===== config.mk =====
export PLATFORM = sky130hd
export DESIGN_NAME = png_stored_block_encoder_top
export DESIGN_NICKNAME = d
export VERILOG_FILES = /design/src/rtl/core/pngse_pkg.sv /design/src/rtl/core/png_stored_block_encoder_top.sv /design/src/rtl/core/pngse_ctrl.sv /design/src/rtl/core/pngse_dp.sv
export SDC_FILE = /design/constraint.sdc
export NUM_CORES = 1
export LEC_CHECK = 0
export BUFFER_PORTS_ARGS = -buffer_cell sky130_fd_sc_hd__buf_2
export CAP_MARGIN = 20
export CELL_PAD_IN_SITES_DETAIL_PLACEMENT = 2
export CELL_PAD_IN_SITES_GLOBAL_PLACEMENT = 2
export CORE_UTILIZATION = 41
export CTS_CLUSTER_SIZE = 8
export DETAILED_ROUTE_END_ITERATION = 12
export PLACE_DENSITY = 0.94
export SLEW_MARGIN = 20
export SYNTH_ARGS = -nofsm -noshare
export SYNTH_HDL_FRONTEND = slang
export SYNTH_SLANG_ARGS = --single-unit

===== constraint.sdc =====
create_clock -name clk_i -period 9.78 [get_ports clk_i]
set_clock_uncertainty 0.05 [all_clocks]
set_input_delay 0.489 -clock clk_i [delete_from_list [all_inputs] [get_ports clk_i]]
set_output_delay 0.489 -clock clk_i [all_outputs]
set_load 0.05 [all_outputs]

===== src/rtl/core/pngse_pkg.sv =====
// Shared constants, types and functions of the PNG stored-block encoder
package pngse_pkg;

  localparam int unsigned CfgW = 14;

  localparam logic [0:0] CFG_WIDTH  = 1'b0;
  localparam logic [0:0] CFG_HEIGHT = 1'b1;

  localparam logic [1:0] PH_HDR = 2'd0;
  localparam logic [1:0] PH_BLK = 2'd1;
  localparam logic [1:0] PH_PIX = 2'd2;
  localparam logic [1:0] PH_TRL = 2'd3;

  localparam logic [5:0] HDR_LAST = 6'd42;
  localparam logic [5:0] BLK_LAST = 6'd5;
  localparam logic [5:0] TRL_LAST = 6'd19;

  localparam logic [31:0] CRC_POLY = 32'hEDB88320;
  localparam logic [31:0] IEND_CRC = 32'hAE426082;
  localparam logic [16:0] ADLER_MOD = 17'd65521;

  typedef struct packed {
    logic       emit;
    logic       load_pix;
    logic [1:0] phase;
    logic [5:0] idx;
  } cmd_t;

  typedef struct packed {
    logic out_free;
    logic header_sent;
    logic row_start;
    logic img_end;
  } status_t;

  function automatic logic [31:0] crc_byte(input logic [31:0] c, input logic [7:0] b);
    logic [31:0] r;
    r = c ^ {24'd0, b};
    for (int k = 0; k < 8; k++) begin
      r = r[0] ? ((r >> 1) ^ CRC_POLY) : (r >> 1);
    end
    return r;
  endfunction

  function automatic logic [15:0] adler_mod(input logic [16:0] s);
    logic [16:0] t;
    t = (s >= ADLER_MOD) ? (s - ADLER_MOD) : s;
    return t[15:0];
  endfunction

endpackage


===== src/rtl/core/png_stored_block_encoder_top.sv =====
// Top level of the PNG stored-block encoder
//   channel | direction | handshake               | payload
//   input   | in        | in_valid_i / in_stall_o   | pixel_byte_i
//   output  | out       | out_valid_o / out_stall_i | out_byte_o, run_last_o, file_last_o
//   config  | in        | cfg_we_i                  | cfg_idx_i, cfg_wdata_i
// While an item runs and the output is not stalled, one output byte per cycle. An item causes
// 1 byte for a plain pixel, plus 6 at a row start, 43 at file start, 20 at image end.
// The input is taken in the cycle after the previous item's last byte enters the output register.
// Output stall holds the sequencer; reset is asynchronous and clears all control state.
module png_stored_block_encoder_top import pngse_pkg::*; (
  input  logic            clk_i,
  input  logic            rst_ni,
  input  logic            cfg_we_i,
  input  logic [0:0]      cfg_idx_i,
  input  logic [CfgW-1:0] cfg_wdata_i,
  input  logic            in_valid_i,
  output logic            in_stall_o,
  input  logic [7:0]      pixel_byte_i,
  output logic            out_valid_o,
  input  logic            out_stall_i,
  output logic [7:0]      out_byte_o,
  output logic            run_last_o,
  output logic            file_last_o
);

  cmd_t    cmd;
  status_t status;

  pngse_ctrl u_ctrl (
    .clk_i     (clk_i),
    .rst_ni    (rst_ni),
    .in_valid_i(in_valid_i),
    .in_stall_o(in_stall_o),
    .status_i  (status),
    .cmd_o     (cmd)
  );

  pngse_dp u_dp (
    .clk_i       (clk_i),
    .rst_ni      (rst_ni),
    .cfg_we_i    (cfg_we_i),
    .cfg_idx_i   (cfg_idx_i),
    .cfg_wdata_i (cfg_wdata_i),
    .pixel_byte_i(pixel_byte_i),
    .cmd_i       (cmd),
    .status_o    (status),
    .out_stall_i (out_stall_i),
    .out_valid_o (out_valid_o),
    .out_byte_o  (out_byte_o),
    .run_last_o  (run_last_o),
    .file_last_o (file_last_o)
  );

endmodule


===== src/rtl/core/pngse_ctrl.sv =====
// Sequencer that walks the header, block, pixel and trailer bytes that an item causes
module pngse_ctrl import pngse_pkg::*; (
  input  logic    clk_i,
  input  logic    rst_ni,
  input  logic    in_valid_i,
  output logic    in_stall_o,
  input  status_t status_i,
  output cmd_t    cmd_o
);

  localparam logic [2:0] ST_IDLE = 3'd0;
  localparam logic [2:0] ST_HDR  = 3'd1;
  localparam logic [2:0] ST_BLK  = 3'd2;
  localparam logic [2:0] ST_PIX  = 3'd3;
  localparam logic [2:0] ST_TRL  = 3'd4;

  logic [2:0] state_q, state_d;
  logic [5:0] idx_q, idx_d;
  logic       accept;
  logic       step;

  assign in_stall_o = (state_q != ST_IDLE);
  assign accept     = in_valid_i && (state_q == ST_IDLE);
  assign step       = (state_q != ST_IDLE) && status_i.out_free;

  always_comb begin
    cmd_o.emit     = step;
    cmd_o.load_pix = accept;
    cmd_o.idx      = idx_q;
    cmd_o.phase    = PH_HDR;
    state_d        = state_q;
    idx_d          = idx_q;
    unique case (state_q)
      ST_IDLE: begin
        idx_d = '0;
        if (accept) begin
          if (!status_i.header_sent) begin
            state_d = ST_HDR;
          end else if (status_i.row_start) begin
            state_d = ST_BLK;
          end else begin
            state_d = ST_PIX;
          end
        end
      end
      ST_HDR: begin
        cmd_o.phase = PH_HDR;
        if (step) begin
          idx_d = idx_q + 6'd1;
          if (idx_q == HDR_LAST) begin
            idx_d   = '0;
            state_d = ST_BLK;
          end
        end
      end
      ST_BLK: begin
        cmd_o.phase = PH_BLK;
        if (step) begin
          idx_d = idx_q + 6'd1;
          if (idx_q == BLK_LAST) begin
            idx_d   = '0;
            state_d = ST_PIX;
          end
        end
      end
      ST_PIX: begin
        cmd_o.phase = PH_PIX;
        if (step) begin
          idx_d   = '0;
          state_d = status_i.img_end ? ST_TRL : ST_IDLE;
        end
      end
      ST_TRL: begin
        cmd_o.phase = PH_TRL;
        if (step) begin
          idx_d = idx_q + 6'd1;
          if (idx_q == TRL_LAST) begin
            idx_d   = '0;
            state_d = ST_IDLE;
          end
        end
      end
      default: begin
        state_d = ST_IDLE;
        idx_d   = '0;
      end
    endcase
  end

  always_ff @(posedge clk_i or negedge rst_ni) begin
    if (!rst_ni) begin
      state_q <= ST_IDLE;
      idx_q   <= '0;
    end else begin
      state_q <= state_d;
      idx_q   <= idx_d;
    end
  end

endmodule


===== src/rtl/core/pngse_dp.sv =====
// Datapath: byte select, CRC-32, Adler-32, row counters and output register
module pngse_dp import pngse_pkg::*; (
  input  logic            clk_i,
  input  logic            rst_ni,
  input  logic            cfg_we_i,
  input  logic [0:0]      cfg_idx_i,
  input  logic [CfgW-1:0] cfg_wdata_i,
  input  logic [7:0]      pixel_byte_i,
  input  cmd_t            cmd_i,
  output status_t         status_o,
  input  logic            out_stall_i,
  output logic            out_valid_o,
  output logic [7:0]      out_byte_o,
  output logic            run_last_o,
  output logic            file_last_o
);

  logic [CfgW-1:0] width_q, height_q, w_eff, h_eff;
  logic [15:0]     row_bytes, blk, nblk;
  logic [30:0]     prod_q;
  logic [31:0]     idat_len, crc_out;
  logic [31:0]     crc_q, crc_d, crc_src;
  logic [15:0]     alow_q, ahigh_q, alow_n, ahigh_n;
  logic [15:0]     bir_q;
  logic [CfgW-1:0] row_q;
  logic            hsent_q;
  logic [7:0]      pix_q, byte_d, feed;
  logic            crc_en, crc_seed, adler_en, row_end, last_row, img_end, rlast_d, flast_d;
  logic            ov_q, rl_q, fl_q;
  logic [7:0]      ob_q;

  assign w_eff     = (width_q == '0) ? CfgW'(1) : width_q;
  assign h_eff     = (height_q == '0) ? CfgW'(1) : height_q;
  assign row_bytes = {w_eff, 2'b00};
  assign blk       = row_bytes + 16'd1;
  assign nblk      = ~blk;
  assign idat_len  = {1'b0, prod_q} + 32'd6;
  assign crc_out   = crc_q ^ 32'hFFFFFFFF;
  assign row_end   = ({1'b0, bir_q} + 17'd1) >= {1'b0, row_bytes};
  assign last_row  = ({1'b0, row_q} + 15'd1) >= {1'b0, h_eff};
  assign img_end   = row_end && last_row;

  assign status_o.out_free    = !ov_q || !out_stall_i;
  assign status_o.header_sent = hsent_q;
  assign status_o.row_start   = (bir_q == '0);
  assign status_o.img_end     = img_end;

  always_comb begin
    byte_d   = 8'h00;
    crc_en   = 1'b0;
    crc_seed = 1'b0;
    adler_en = 1'b0;
    feed     = 8'h00;
    rlast_d  = 1'b0;
    flast_d  = 1'b0;
    unique case (cmd_i.phase)
      PH_HDR: begin
        crc_en   = (cmd_i.idx >= 6'd12 && cmd_i.idx <= 6'd28) || (cmd_i.idx >= 6'd37);
        crc_seed = (cmd_i.idx == 6'd12) || (cmd_i.idx == 6'd37);
        case (cmd_i.idx)
          6'd0:  byte_d = 8'd137;
          6'd1:  byte_d = 8'd80;
          6'd2:  byte_d = 8'd78;
          6'd3:  byte_d = 8'd71;
          6'd4:  byte_d = 8'd13;
          6'd5:  byte_d = 8'd10;
          6'd6:  byte_d = 8'd26;
          6'd7:  byte_d = 8'd10;
          6'd11: byte_d = 8'd13;
          6'd12: byte_d = 8'h49;
          6'd13: byte_d = 8'h48;
          6'd14: byte_d = 8'h44;
          6'd15: byte_d = 8'h52;
          6'd18: byte_d = {2'b00, w_eff[13:8]};
          6'd19: byte_d = w_eff[7:0];
          6'd22: byte_d = {2'b00, h_eff[13:8]};
          6'd23: byte_d = h_eff[7:0];
          6'd24: byte_d = 8'd8;
          6'd25: byte_d = 8'd6;
          6'd29: byte_d = crc_out[31:24];
          6'd30: byte_d = crc_out[23:16];
          6'd31: byte_d = crc_out[15:8];
          6'd32: byte_d = crc_out[7:0];
          6'd33: byte_d = idat_len[31:24];
          6'd34: byte_d = idat_len[23:16];
          6'd35: byte_d = idat_len[15:8];
          6'd36: byte_d = idat_len[7:0];
          6'd37: byte_d = 8'h49;
          6'd38: byte_d = 8'h44;
          6'd39: byte_d = 8'h41;
          6'd40: byte_d = 8'h54;
          6'd41: byte_d = 8'h78;
          6'd42: byte_d = 8'h01;
          default: byte_d = 8'h00;
        endcase
      end
      PH_BLK: begin
        crc_en   = 1'b1;
        adler_en = (cmd_i.idx == BLK_LAST);
        case (cmd_i.idx)
          6'd0:    byte_d = {7'd0, last_row};
          6'd1:    byte_d = blk[7:0];
          6'd2:    byte_d = blk[15:8];
          6'd3:    byte_d = nblk[7:0];
          6'd4:    byte_d = nblk[15:8];
          default: byte_d = 8'h00;
        endcase
      end
      PH_PIX: begin
        crc_en   = 1'b1;
        adler_en = 1'b1;
        feed     = pix_q;
        byte_d   = pix_q;
        rlast_d  = !img_end;
      end
      PH_TRL: begin
        crc_en  = (cmd_i.idx <= 6'd3);
        rlast_d = (cmd_i.idx == TRL_LAST);
        flast_d = (cmd_i.idx == TRL_LAST);
        case (cmd_i.idx)
          6'd0:  byte_d = ahigh_q[15:8];
          6'd1:  byte_d = ahigh_q[7:0];
          6'd2:  byte_d = alow_q[15:8];
          6'd3:  byte_d = alow_q[7:0];
          6'd4:  byte_d = crc_out[31:24];
          6'd5:  byte_d = crc_out[23:16];
          6'd6:  byte_d = crc_out[15:8];
          6'd7:  byte_d = crc_out[7:0];
          6'd12: byte_d = 8'h49;
          6'd13: byte_d = 8'h45;
          6'd14: byte_d = 8'h4E;
          6'd15: byte_d = 8'h44;
          6'd16: byte_d = IEND_CRC[31:24];
          6'd17: byte_d = IEND_CRC[23:16];
          6'd18: byte_d = IEND_CRC[15:8];
          6'd19: byte_d = IEND_CRC[7:0];
          default: byte_d = 8'h00;
        endcase
      end
      default: byte_d = 8'h00;
    endcase
  end

  assign crc_src = crc_seed ? 32'hFFFFFFFF : crc_q;
  assign crc_d   = crc_byte(crc_src, byte_d);
  assign alow_n  = adler_mod({1'b0, alow_q} + {9'd0, feed});
  assign ahigh_n = adler_mod({1'b0, ahigh_q} + {1'b0, alow_n});

  always_ff @(posedge clk_i) begin
    prod_q <= 31'(h_eff * ({1'b0, row_bytes} + 17'd6));
    if (cmd_i.load_pix) begin
      pix_q <= pixel_byte_i;
    end
    if (cmd_i.emit) begin
      ob_q <= byte_d;
      rl_q <= rlast_d;
      fl_q <= flast_d;
    end
  end

  always_ff @(posedge clk_i or negedge rst_ni) begin
    if (!rst_ni) begin
      width_q  <= CfgW'(1);
      height_q <= CfgW'(1);
      crc_q    <= 32'hFFFFFFFF;
      alow_q   <= 16'd1;
      ahigh_q  <= 16'd0;
      bir_q    <= '0;
      row_q    <= '0;
      hsent_q  <= 1'b0;
      ov_q     <= 1'b0;
    end else begin
      if (cfg_we_i) begin
        unique case (cfg_idx_i)
          CFG_WIDTH:  width_q  <= cfg_wdata_i;
          CFG_HEIGHT: height_q <= cfg_wdata_i;
          default:    width_q  <= width_q;
        endcase
      end
      if (cmd_i.emit) begin
        ov_q <= 1'b1;
      end else if (!out_stall_i) begin
        ov_q <= 1'b0;
      end
      if (cmd_i.emit) begin
        if (crc_en) begin
          crc_q <= crc_d;
        end
        if (adler_en) begin
          alow_q  <= alow_n;
          ahigh_q <= ahigh_n;
        end
        if (cmd_i.phase == PH_HDR && cmd_i.idx == HDR_LAST) begin
          hsent_q <= 1'b1;
          bir_q   <= '0;
          row_q   <= '0;
        end
        if (cmd_i.phase == PH_PIX) begin
          if (row_end) begin
            bir_q <= '0;
            if (!last_row) begin
              row_q <= row_q + CfgW'(1);
            end
          end else begin
            bir_q <= bir_q + 16'd1;
          end
        end
        if (cmd_i.phase == PH_TRL && cmd_i.idx == TRL_LAST) begin
          crc_q   <= 32'hFFFFFFFF;
          alow_q  <= 16'd1;
          ahigh_q <= 16'd0;
          bir_q   <= '0;
          row_q   <= '0;
          hsent_q <= 1'b0;
        end
      end
    end
  end

  assign out_valid_o = ov_q;
  assign out_byte_o  = ob_q;
  assign run_last_o  = rl_q;
  assign file_last_o = fl_q;

endmodule


Yosys cells after proc, flatten, opt, wreduce, memory -nomap -nowiden
Index checks and enable logic that the tools add are counted.

Input port bits: 28. Flip-flop bits (word level): 182. Word-level logic and storage cells: 197. Output and inout bits: 12.

Bitwise operators: 12. $lt $le $gt $ge: 8. Add/subtract/negate cells: 12. Mux-type cells: 62. Eq/ne operators: 50. Multiply operators: 1. Reduce and logical (&&, ||, !) cells: 36.

Operators with widths (count): 2-to-1 mux 32 bit (11); case mux 8 bit (29 select lines) (1); 2-to-1 mux 16 bit (10); case mux 8 bit (16 select lines) (1); inverter 13 -> 14 bit (8); 2-to-1 mux 14 bit (7); equality test 6 x 5 -> 1 bit, second input constant (11); equality test 6 bit, second input constant (11); 2-to-1 mux 6 bit (7); case mux 8 bit (5 select lines) (1); greater-or-equal comparator 17 x 16 -> 1 bit, second input constant (2); adder 16 x 1 -> 16 bit, second input constant (2); adder 31 x 3 -> 32 bit, second input constant (1); inverter 32 bit (1); case mux 8 bit (4 select lines) (1); subtractor 16 bit, second input constant (2); XOR 32 x 8 -> 32 bit (1); multiplier 14 x 31 -> 31 bit (1); equality test 6 x 4 -> 1 bit, second input constant (5); 2-to-1 mux 3 bit (10); logical NOT 14 bit (2); equality test 6 x 3 -> 1 bit, second input constant (4); case mux 6 bit (4 select lines) (1); != test 2 x 1 -> 1 bit, second input constant (9); other kinds (41) (71).

Depth between registers and ports, before layout
Gate-level depths: netlist of run 1.

Depth after elaboration: 25. Gate-level depth with buffers: 33. Depth with buffers taken out: 31.

By module
Synthesis of run 1 repeated with hierarchy kept, for this count alone.

Cells, all modules: 2491. Area, all modules: 21692.1 sq um.

Modules (own cells, without submodules): pngse_dp (cells each 2407, sequential area each 4287.9 sq um, instances 1, area an instance 20938.8 sq um); pngse_ctrl (cells each 84, sequential area each 225.2 sq um, instances 1, area an instance 753.2 sq um).

Worst setup path after synthesis of run 1
OpenSTA, ideal clock, no wires.

Path kind: flip-flop to flip-flop. Start point: reg u_ctrl.state_q[2]. End point: reg u_dp.ahigh_q[14]. Arrival time: 7828 ps. Path slack: 1781 ps. Buffers on the path: 2. Clock period less this slack: 7999 ps. Library setup time: 122 ps. Cell stages (with the launch flop): 32. Data required time: 9608 ps. Cell sequence: dfrtp_1 > buf_1 > xor2_1 > nor2b_1 > inv_1 > ha_1 > clkbuf_1 > and2_1 > ha_1 > fa_1 > a21o_1 > a21oi_1 > o21bai_1 > a21oi_1 > o211ai_1 > a211oi_1 > o221ai_1 > or4_1 > a2111oi_0 > xor2_1 > ha_1 > a21oi_1 > a21o_1 > a31oi_1 > o21a_1 > nor4bb_1 > nand4_1 > nor4b_1 > nand3_1 > o21ai_1 > nand4_1 > a32o_1.

Longest elaborated chain between the ends: 12. Elaborated cells on any way between the ends: 24. Classes of those cells: add/sub: 4; order compare: 2; eq/ne: 6; mux: 7; reduce/logical: 5.

Ends and longest elaborated chain: start: declaration (line pngse_ctrl.sv:17) `logic [2:0] state_q, state_d;`; start signal: assignment (line pngse_ctrl.sv:95) `state_q <= state_d;`; equality test 3 bit or equality test 3 x 2 -> 1 bit (tied branches) (line pngse_ctrl.sv:33) `unique case (state_q)`; case mux 2 bit (3 select lines) (line pngse_ctrl.sv:33); equality test 2 bit (line pngse_dp.sv:56) `unique case (cmd_i.phase)`; 2-to-1 mux 8 bit (line pngse_dp.sv:56); adder 16 x 8 -> 17 bit (line pngse_dp.sv:146) `assign alow_n = adler_mod({1'b0, alow_q} + {9'd0, feed});`; subtractor 16 bit or greater-or-equal comparator 17 x 16 -> 1 bit (tied branches) (line pngse_pkg.sv:47) `t = (s >= ADLER_MOD) ? (s - ADLER_MOD) : s;`; 2-to-1 mux 16 bit (line pngse_pkg.sv:47); adder 16 x 16 -> 17 bit (line pngse_dp.sv:147) `assign ahigh_n = adler_mod({1'b0, ahigh_q} + {1'b0, alow_n});`; subtractor 16 bit or greater-or-equal comparator 17 x 16 -> 1 bit (tied branches) (line pngse_pkg.sv:47); 2-to-1 mux 16 bit (line pngse_pkg.sv:47); 2-to-1 mux 16 bit (line pngse_dp.sv:189) `if (adler_en) begin`; 2-to-1 mux 16 bit (line pngse_dp.sv:208) `if (cmd_i.phase == PH_TRL && cmd_i.idx == TRL_LAST) begin`; end signal: assignment (line pngse_dp.sv:191) `ahigh_q <= ahigh_n;`; end: declaration (line pngse_dp.sv:23) `logic [15:0] alow_q, ahigh_q, alow_n, ahigh_n;`.

Parallel ways exist; a longest one is shown, timed or not. The select of a mux whose other input is x is not followed. A chain may end at the register's enable or synchronous reset.

Worst setup path in the final report of run 1
Start point: reg u_ctrl.state_q[1]. End point: reg u_dp.ahigh_q[7].

Same word-level chain as after synthesis.

==> flow_metrics.py, run 1 <==
metrics = {
    "placed_design": {
        "place_congestion": 0.995,
        "post-dp-hpwl_um": 76700,
        "port_buffers": 39,
    },
    "floorplanning": {
        "fp-row-count": 83,
        "die_h_um": 232,
        "start_util_pct": 41.9,
        "fp.dieArea_mm2": 0.0537,
        "ioPinCount": 40,
        "design.core.area_mm2": 0.0517,
        "die_w_um": 232,
    },
    "timing": {
        "maxSlewHeadroom_pct": 23.2,
        "setup_viol": 0,
        "min_period_over_period_pct": 95.0,
        "tns_ns": 0,
        "rsz0062_at_grt": "false",
        "maxSlewViolCount": 0,
        "hold_viol": 0,
        "worstMarginPinSlew_ns": 1.14,
        "fin_crit_ns": 9.29,
        "fmax_mhz": 108,
    },
    "yosys": {
        "synth_nets": 2903,
        "yosys_warnings": 0,
        "yosysSeqAreaShare_pct": 20.8,
        "synth_ff_type": "dfrtp_1",
        "synth.avg_cell_area_um2": 8.52,
        "synth_cell_type_count": 106,
        "synth-seq-cells": 181,
        "synthArstFlopShare_pct": 73.5,
        "netlist_area_mm2": 0.0217,
        "synth_edf_count": 18,
        "syn_inst": 2541,
    },
    "clock_network": {
        "post_cts_buffers": 0,
        "clkSinkCount": 181,
        "cts_buffers": 17,
        "root_buffer": "clkbuf_16",
        "cts_tree": "built",
        "clkLatencyLatePin_ns": 0.52,
        "path_clk_slew_ns": 0.09,
        "cts_htree_levels": 4,
        "cts_buffer_depth": 2,
    },
    "routing": {
        "routed_wl_um": 104000,
        "drt_iter0_drc": 1993,
        "drc": 0,
        "via_per_inst": 6.59,
        "ant_nets": 0,
        "dr.pass1.iters": 5,
        "wl_per_cell_um": 32.5,
        "vias": 21100,
    },
    "critical_path": {
        "cp.arrival_ns": 9.58,
        "cp-start-kind": "register",
        "end_kind": "register",
        "crit_required_ns": 10.07,
        "crit_top_cell": "a21oi_1",
        "crit_type": "register to register",
        "path_max_fanout": 13,
        "cpMaxStageDelayCell": "a41oi_1",
        "critPathMaxStageDelay_ns": 0.67,
    },
    "global_route": {
        "grt_pass1_vias": 23900,
        "grt.busiest_layer": "met2",
        "grt.met1_usage_pct": 44.7,
        "grt_first_pass_wirelength_um": 156000,
        "met3_usage_pct": 8.98,
        "grt_util_met2_pct": 65.5,
        "grtUsageTotal_pct": 39.2,
        "antenna_found_initial": 3,
        "overflow": 0,
        "grt_max_degree": 71,
    },
    "final_layout": {
        "drive_above_1_share_pct": 8.67,
        "area_delta_synth_final_pct": 6.89,
        "seqCellArea_mm2": 0.00451,
        "multi_input_area_mm2": 0.0157,
        "fillers": 5683,
        "nNetsFinal": 2864,
    },
    "hold_path": {
        "hp-class": "input port to register",
    },
    "flow_run": {
        "drv_cap": 0,
    },
    "status": {
        "outcome": "finished, final reports clean",
    },
}
==> state kept, by name (all words and copies together) (netlist names) <==
signal            flops
u_dp.out_valid_o      1
u_dp.crc_q           32
u_dp.row_q           14
u_dp.bir_q           16
u_dp.file_last_o      1
u_dp.alow_q          16
u_ctrl.idx_q          6
u_dp.height_q        14
u_dp.out_byte_o       8
u_ctrl.state_q        3
u_dp.prod_q          30
u_dp.width_q         14
u_dp.run_last_o       1
u_dp.pix_q            8
u_dp.ahigh_q         16
u_dp.hsent_q          1
==> logic make-up after synthesis <==
| logic type | count (synthesis) | synth area share, % |
|---|---|---|
| AND/OR/NAND/NOR | 913 | 20.9 |
| AO/OA/AOI/OAI | 487 | 15.1 |
| buffers and inverters | 385 | 6.94 |
| adder cells (fa/ha/maj) | 334 | 25.1 |
| XOR/XNOR | 207 | 9.42 |
| flip-flops | 181 | 20.8 |
| multiplexers | 34 | 1.67 |
==> through the flow <==
stage | cell area (um^2) | cells | hold WS (ns) | setup WS [ns] | utilization (%)
6_report | 23100 | 3196 | 0.0911 | 0.492 | 44.8
5_1_grt | 23100 | 3195 | 0.0703 | 0.00994 | 44.8
4_1_cts | 23100 | 3195 | 0.0668 | 0.397 | 44.7
3_5_place_dp | 22500 | 3162 | 0.458 | 0.484 | 43.4
3_3_place_gp | 22500 | 3162 | 0.450 | 1.24 | 43.4
2_1_floorplan | 21700 | 2541 | 0.143 | 1.78 | -
==> repair_timing <==
action,in CTS,in global routing
hold endpoints to repair,30,0
hold buffers,1,0
endpoints found under the setup margin,0,17
gates resized for setup,0,9
==> cell usage in the layout, fill, tap and decap left out, drive strengths merged, types with 31 or more instances in the layout <==
cell | Yosys | routed
buf | 29 | 74
xnor2 | 140 | 140
nand2 | 299 | 299
and2 | 72 | 72
o21ai | 104 | 104
ha | 167 | 167
nor4 | 31 | 31
nor2 | 184 | 184
dfrtp | 98 | 98
nor3 | 68 | 68
xor2 | 56 | 56
dfstp | 35 | 35
inv | 252 | 258
a21o | 35 | 35
nand3 | 56 | 56
a21oi | 123 | 123
fa | 167 | 167
==> path summary, 6_finish.rpt <==
kind	slack, ns	from	to	cells past startpoint
setup / recovery	0.49	u_ctrl.state_q[1]	u_dp.ahigh_q[7]	29
hold / removal	0.09	pixel_byte_i[2]	u_dp.pix_q[2]	1
setup reg to reg	0.49	u_ctrl.state_q[1]	u_dp.ahigh_q[7]	29
hold reg to reg	0.47	u_ctrl.idx_q[2]	u_ctrl.idx_q[2]	2
max in group asynchronous	7.68	rst_ni	u_dp.bir_q[13]	3
min in group asynchronous	0.52	rst_ni	u_dp.alow_q[4]	2
==> synth_stat cells, types with 12 or more instances <==
cell | n | share of area, %
a211oi_1 | 17 | 0.59
a21o_1 | 35 | 1.2
a21oi_1 | 123 | 2.8
a22o_1 | 16 | 0.65
a31oi_1 | 21 | 0.61
and2_1 | 72 | 2.1
and3_1 | 22 | 0.64
buf_2 | 13 | 0.30
clkbuf_1 | 104 | 1.8
dfrtp_1 | 98 | 11
dfstp_2 | 35 | 4.2
dfxtp_1 | 30 | 2.8
edfxtp_1 | 18 | 2.5
fa_1 | 167 | 15
ha_1 | 167 | 9.6
inv_1 | 251 | 4.4
mux2_2 | 17 | 0.88
mux2i_1 | 17 | 0.79
nand2_1 | 299 | 5.2
nand2b_1 | 30 | 0.87
nand3_1 | 56 | 1.3
nand3b_1 | 18 | 0.62
nand4_1 | 28 | 0.81
nor2_1 | 183 | 3.2
nor2b_1 | 24 | 0.69
nor3_1 | 66 | 1.5
nor3b_1 | 12 | 0.42
nor4_1 | 30 | 0.87
o21ai_0 | 100 | 2.3
o22ai_1 | 17 | 0.49
o31ai_1 | 12 | 0.42
or3_1 | 21 | 0.61
or4_1 | 12 | 0.42
xnor2_1 | 134 | 5.4
xor2_1 | 54 | 2.2
==> critical path: cells and delay by family, from the launching register on <==
kind / cells / cell delay, ns
AO/OA/AOI/OAI: 17 / 4.99
adder cells (fa/ha/maj): 4 / 1.30
AND/OR/NAND/NOR: 4 / 1.29
XOR/XNOR: 3 / 0.79
flip-flops: 1 / 0.55
buffers and inverters: 1 / 0.13
==> area by class of cell <==
type,instances,area share [%]
antenna,1,0.0108
multi-input combinational,1975,68.0
sequential,181,19.5
timing repair buffer,75,2.05
clock buffer,17,1.84
inverter,252,4.09
tap,680,3.68
clock inverter,15,0.816
==> layer usage <==
layer | wire length (um) | up-vias
met2 | 49700 | 1146
met4 | 7560 | 4
met3 | 7750 | 487
li1 | - | 8602
met1 | 38800 | 10800
met5 | 27 | -
Power of run 1 is not shown: default switching activity piles up to over one toggle a cycle in this logic, so the estimate is an artifact.
==> run 2, diff against run 1 <==
Settings changed: CORE_UTILIZATION 41 to 37, PLACE_DENSITY 0.94 to 0.9.
Clock period 9.78 ns to 7.85 ns, I/O delays scaled along.
==> run 2 against run 1 <==
- wire length up 11%
- hold slack got worse by 0.072 ns
- first-iteration DRC count is 0.40% higher
- sequential cell count unchanged
- the run now ends with setup timing left
- cell area up 6.5%
- die area up 11%
- cell count increased by 5.5%
- global-route usage decreased by 3.6 points
- fmax rose by 15%
==> flow_metrics.py, run 2 (synthesis gave the netlist of run 1 again) <==
metrics = {
    "routing": {
        "vias": 22000,
        "wl_per_cell_um": 34.1,
        "ant_nets": 0,
        "via_per_inst": 6.54,
        "drc": 0,
        "routed_wl_um": 115000,
        "dr.pass1.iters": 6,
        "drt_iter0_drc": 2001,
    },
    "critical_path": {
        "crit_required_ns": 8.25,
        "critPathMaxStageDelay_ns": 0.59,
        "cpMaxStageDelayCell": "dfrtp_1",
        "crit_type": "register to register",
        "cp.arrival_ns": 8.49,
        "cp.depth": 25,
        "path_max_fanout": 14,
        "end_kind": "register",
        "crit_top_cell": "fa_1",
        "cp_num_buf_inv": 6,
        "crit_family": "adder cells",
        "timing.rr.start": "u_dp.width_q[13]",
        "cp-startpoint": "u_dp.width_q[13]",
        "cp-start-kind": "register",
        "worst_r2r_path_depth": 25,
    },
    "global_route": {
        "grt_first_pass_wirelength_um": 157000,
        "grt_max_degree": 75,
        "antenna_found_initial": 3,
        "grtUsageTotal_pct": 35.6,
        "grt_pass1_vias": 24000,
        "overflow": 0,
    },
    "clock_network": {
        "root_buffer": "clkbuf_16",
        "cts_htree_levels": 4,
        "path_clk_slew_ns": 0.09,
        "clkLatencyLatePin_ns": 0.52,
        "cts_buffers": 17,
        "cts_buffer_depth": 2,
        "clkSinkCount": 181,
        "cts_tree": "built",
    },
    "floorplanning": {
        "design.core.area_mm2": 0.0578,
        "die_h_um": 244,
        "start_util_pct": 37.5,
        "fp-row-count": 88,
        "fp.dieArea_mm2": 0.0595,
        "ioPinCount": 40,
        "die_w_um": 244,
    },
    "timing": {
        "maxSlewViolCount": 0,
        "fmax_mhz": 124,
        "maxSlewHeadroom_pct": 16.7,
        "hold_viol": 0,
        "setup_viol": 7,
        "whs_ns": 0.0195,
        "worstMarginPinSlew_ns": 1.24,
        "fin_crit_ns": 8.10,
        "rsz0062_at_grt": "true",
        "worst_slack_ns": -0.247,
        "min_period_over_period_pct": 103,
    },
    "final_layout": {
        "multi_input_area_mm2": 0.0164,
        "regMostFlops": "u_dp.crc_q",
        "final_util_pct": 42.7,
        "drive_above_1_share_pct": 15.0,
        "area_delta_synth_final_pct": 13.9,
        "final_common_cell": "nand2_1",
        "fillers": 6311,
        "nNetsFinal": 2953,
        "reg_top3": "u_dp.crc_q (32), u_dp.prod_q (30)",
        "mostFrequentLayoutCells": "291 x nand2_1, 249 x inv_1, 177 x nor2_1",
        "seqCellArea_mm2": 0.00452,
        "largest_reg_flops": 32,
        "stdcell_count": 3371,
    },
    "hold_path": {
        "hp-class": "input port to register",
        "holdCritStartpoint": "pixel_byte_i[7]",
        "min_path_cells": 1,
    },
    "status": {
        "outcome": "finished with violations",
        "violations": "setup timing",
    },
    "placed_design": {
        "dp.cells": 3281,
        "port_buffers": 39,
        "place_congestion": 1.02,
        "post-dp-hpwl_um": 74600,
    },
    "flow_run": {
        "drv_cap": 0,
    },
}
run 2: cell types whose count changed in the layout (fill, tap and decap cells not counted), moves of 6 or more:
cell           delta
nand2_2           +6
nand2_1           -8
nor2_1            -6
xnor2_1           -7
dlygate4sd3_1     +6
ha_1             -10
buf_6             +8
a21oi_1          -13
buf_4            +70
a21oi_2          +12
ha_4              +8
run 2: timing repair:
item,4_1_cts,5_1_grt
hold buffers,7,0
endpoints found under the setup margin,25,27
gates cloned,0,1
hold endpoints to repair,33,0
buffers inserted,22,26
resized for setup,48,95
pin swaps,13,49
run 2: worst paths after layout:
kind	end	slack, ns
worst min register to register	u_dp.crc_q[3]	0.50
worst min-delay path	u_dp.pix_q[7]	0.02
worst max register to register	u_dp.prod_q[30]	-0.25
worst max-delay path	u_dp.prod_q[30]	-0.25
min in group asynchronous	u_dp.ahigh_q[15]	0.43
max in group asynchronous	u_ctrl.state_q[2]	6.05
run 2: area by class of cell:
type,count,share of cell area [%]
clock inverters,13,0.624
repair buffers,164,5.09
inverters,252,3.84
diodes,2,0.0203
clock buffers,19,1.80
multi-input cells,1975,66.4
well taps,765,3.88
flip-flops and latches,181,18.3
run 2: metrics by stage:
step | TNS, ns | instance area (um^2) | setup slack (ns)
CTS | 0 | 24000 | 0.0193
global route | -2.39 | 24700 | -0.332
finish | -1.14 | 24700 | -0.247
floorplan | 0 | 21700 | 0.0581
detailed placement | -10.58 | 22900 | -0.712
global placement | -0.00229 | 22900 | -0.00229
run 2: layer usage:
| metal | wire length [um] | GRT usage (%) | share of wire, % |
|---|---|---|---|
| met3 | 9840 | 7.86 | 8.6 |
| met1 | 41000 | 40.3 | 36 |
| met2 | 54000 | 60.5 | 47 |
| met5 | 25 | 0 | 0.022 |
| met4 | 10200 | 22.6 | 8.9 |
Power of run 2 is left out for the same reason.
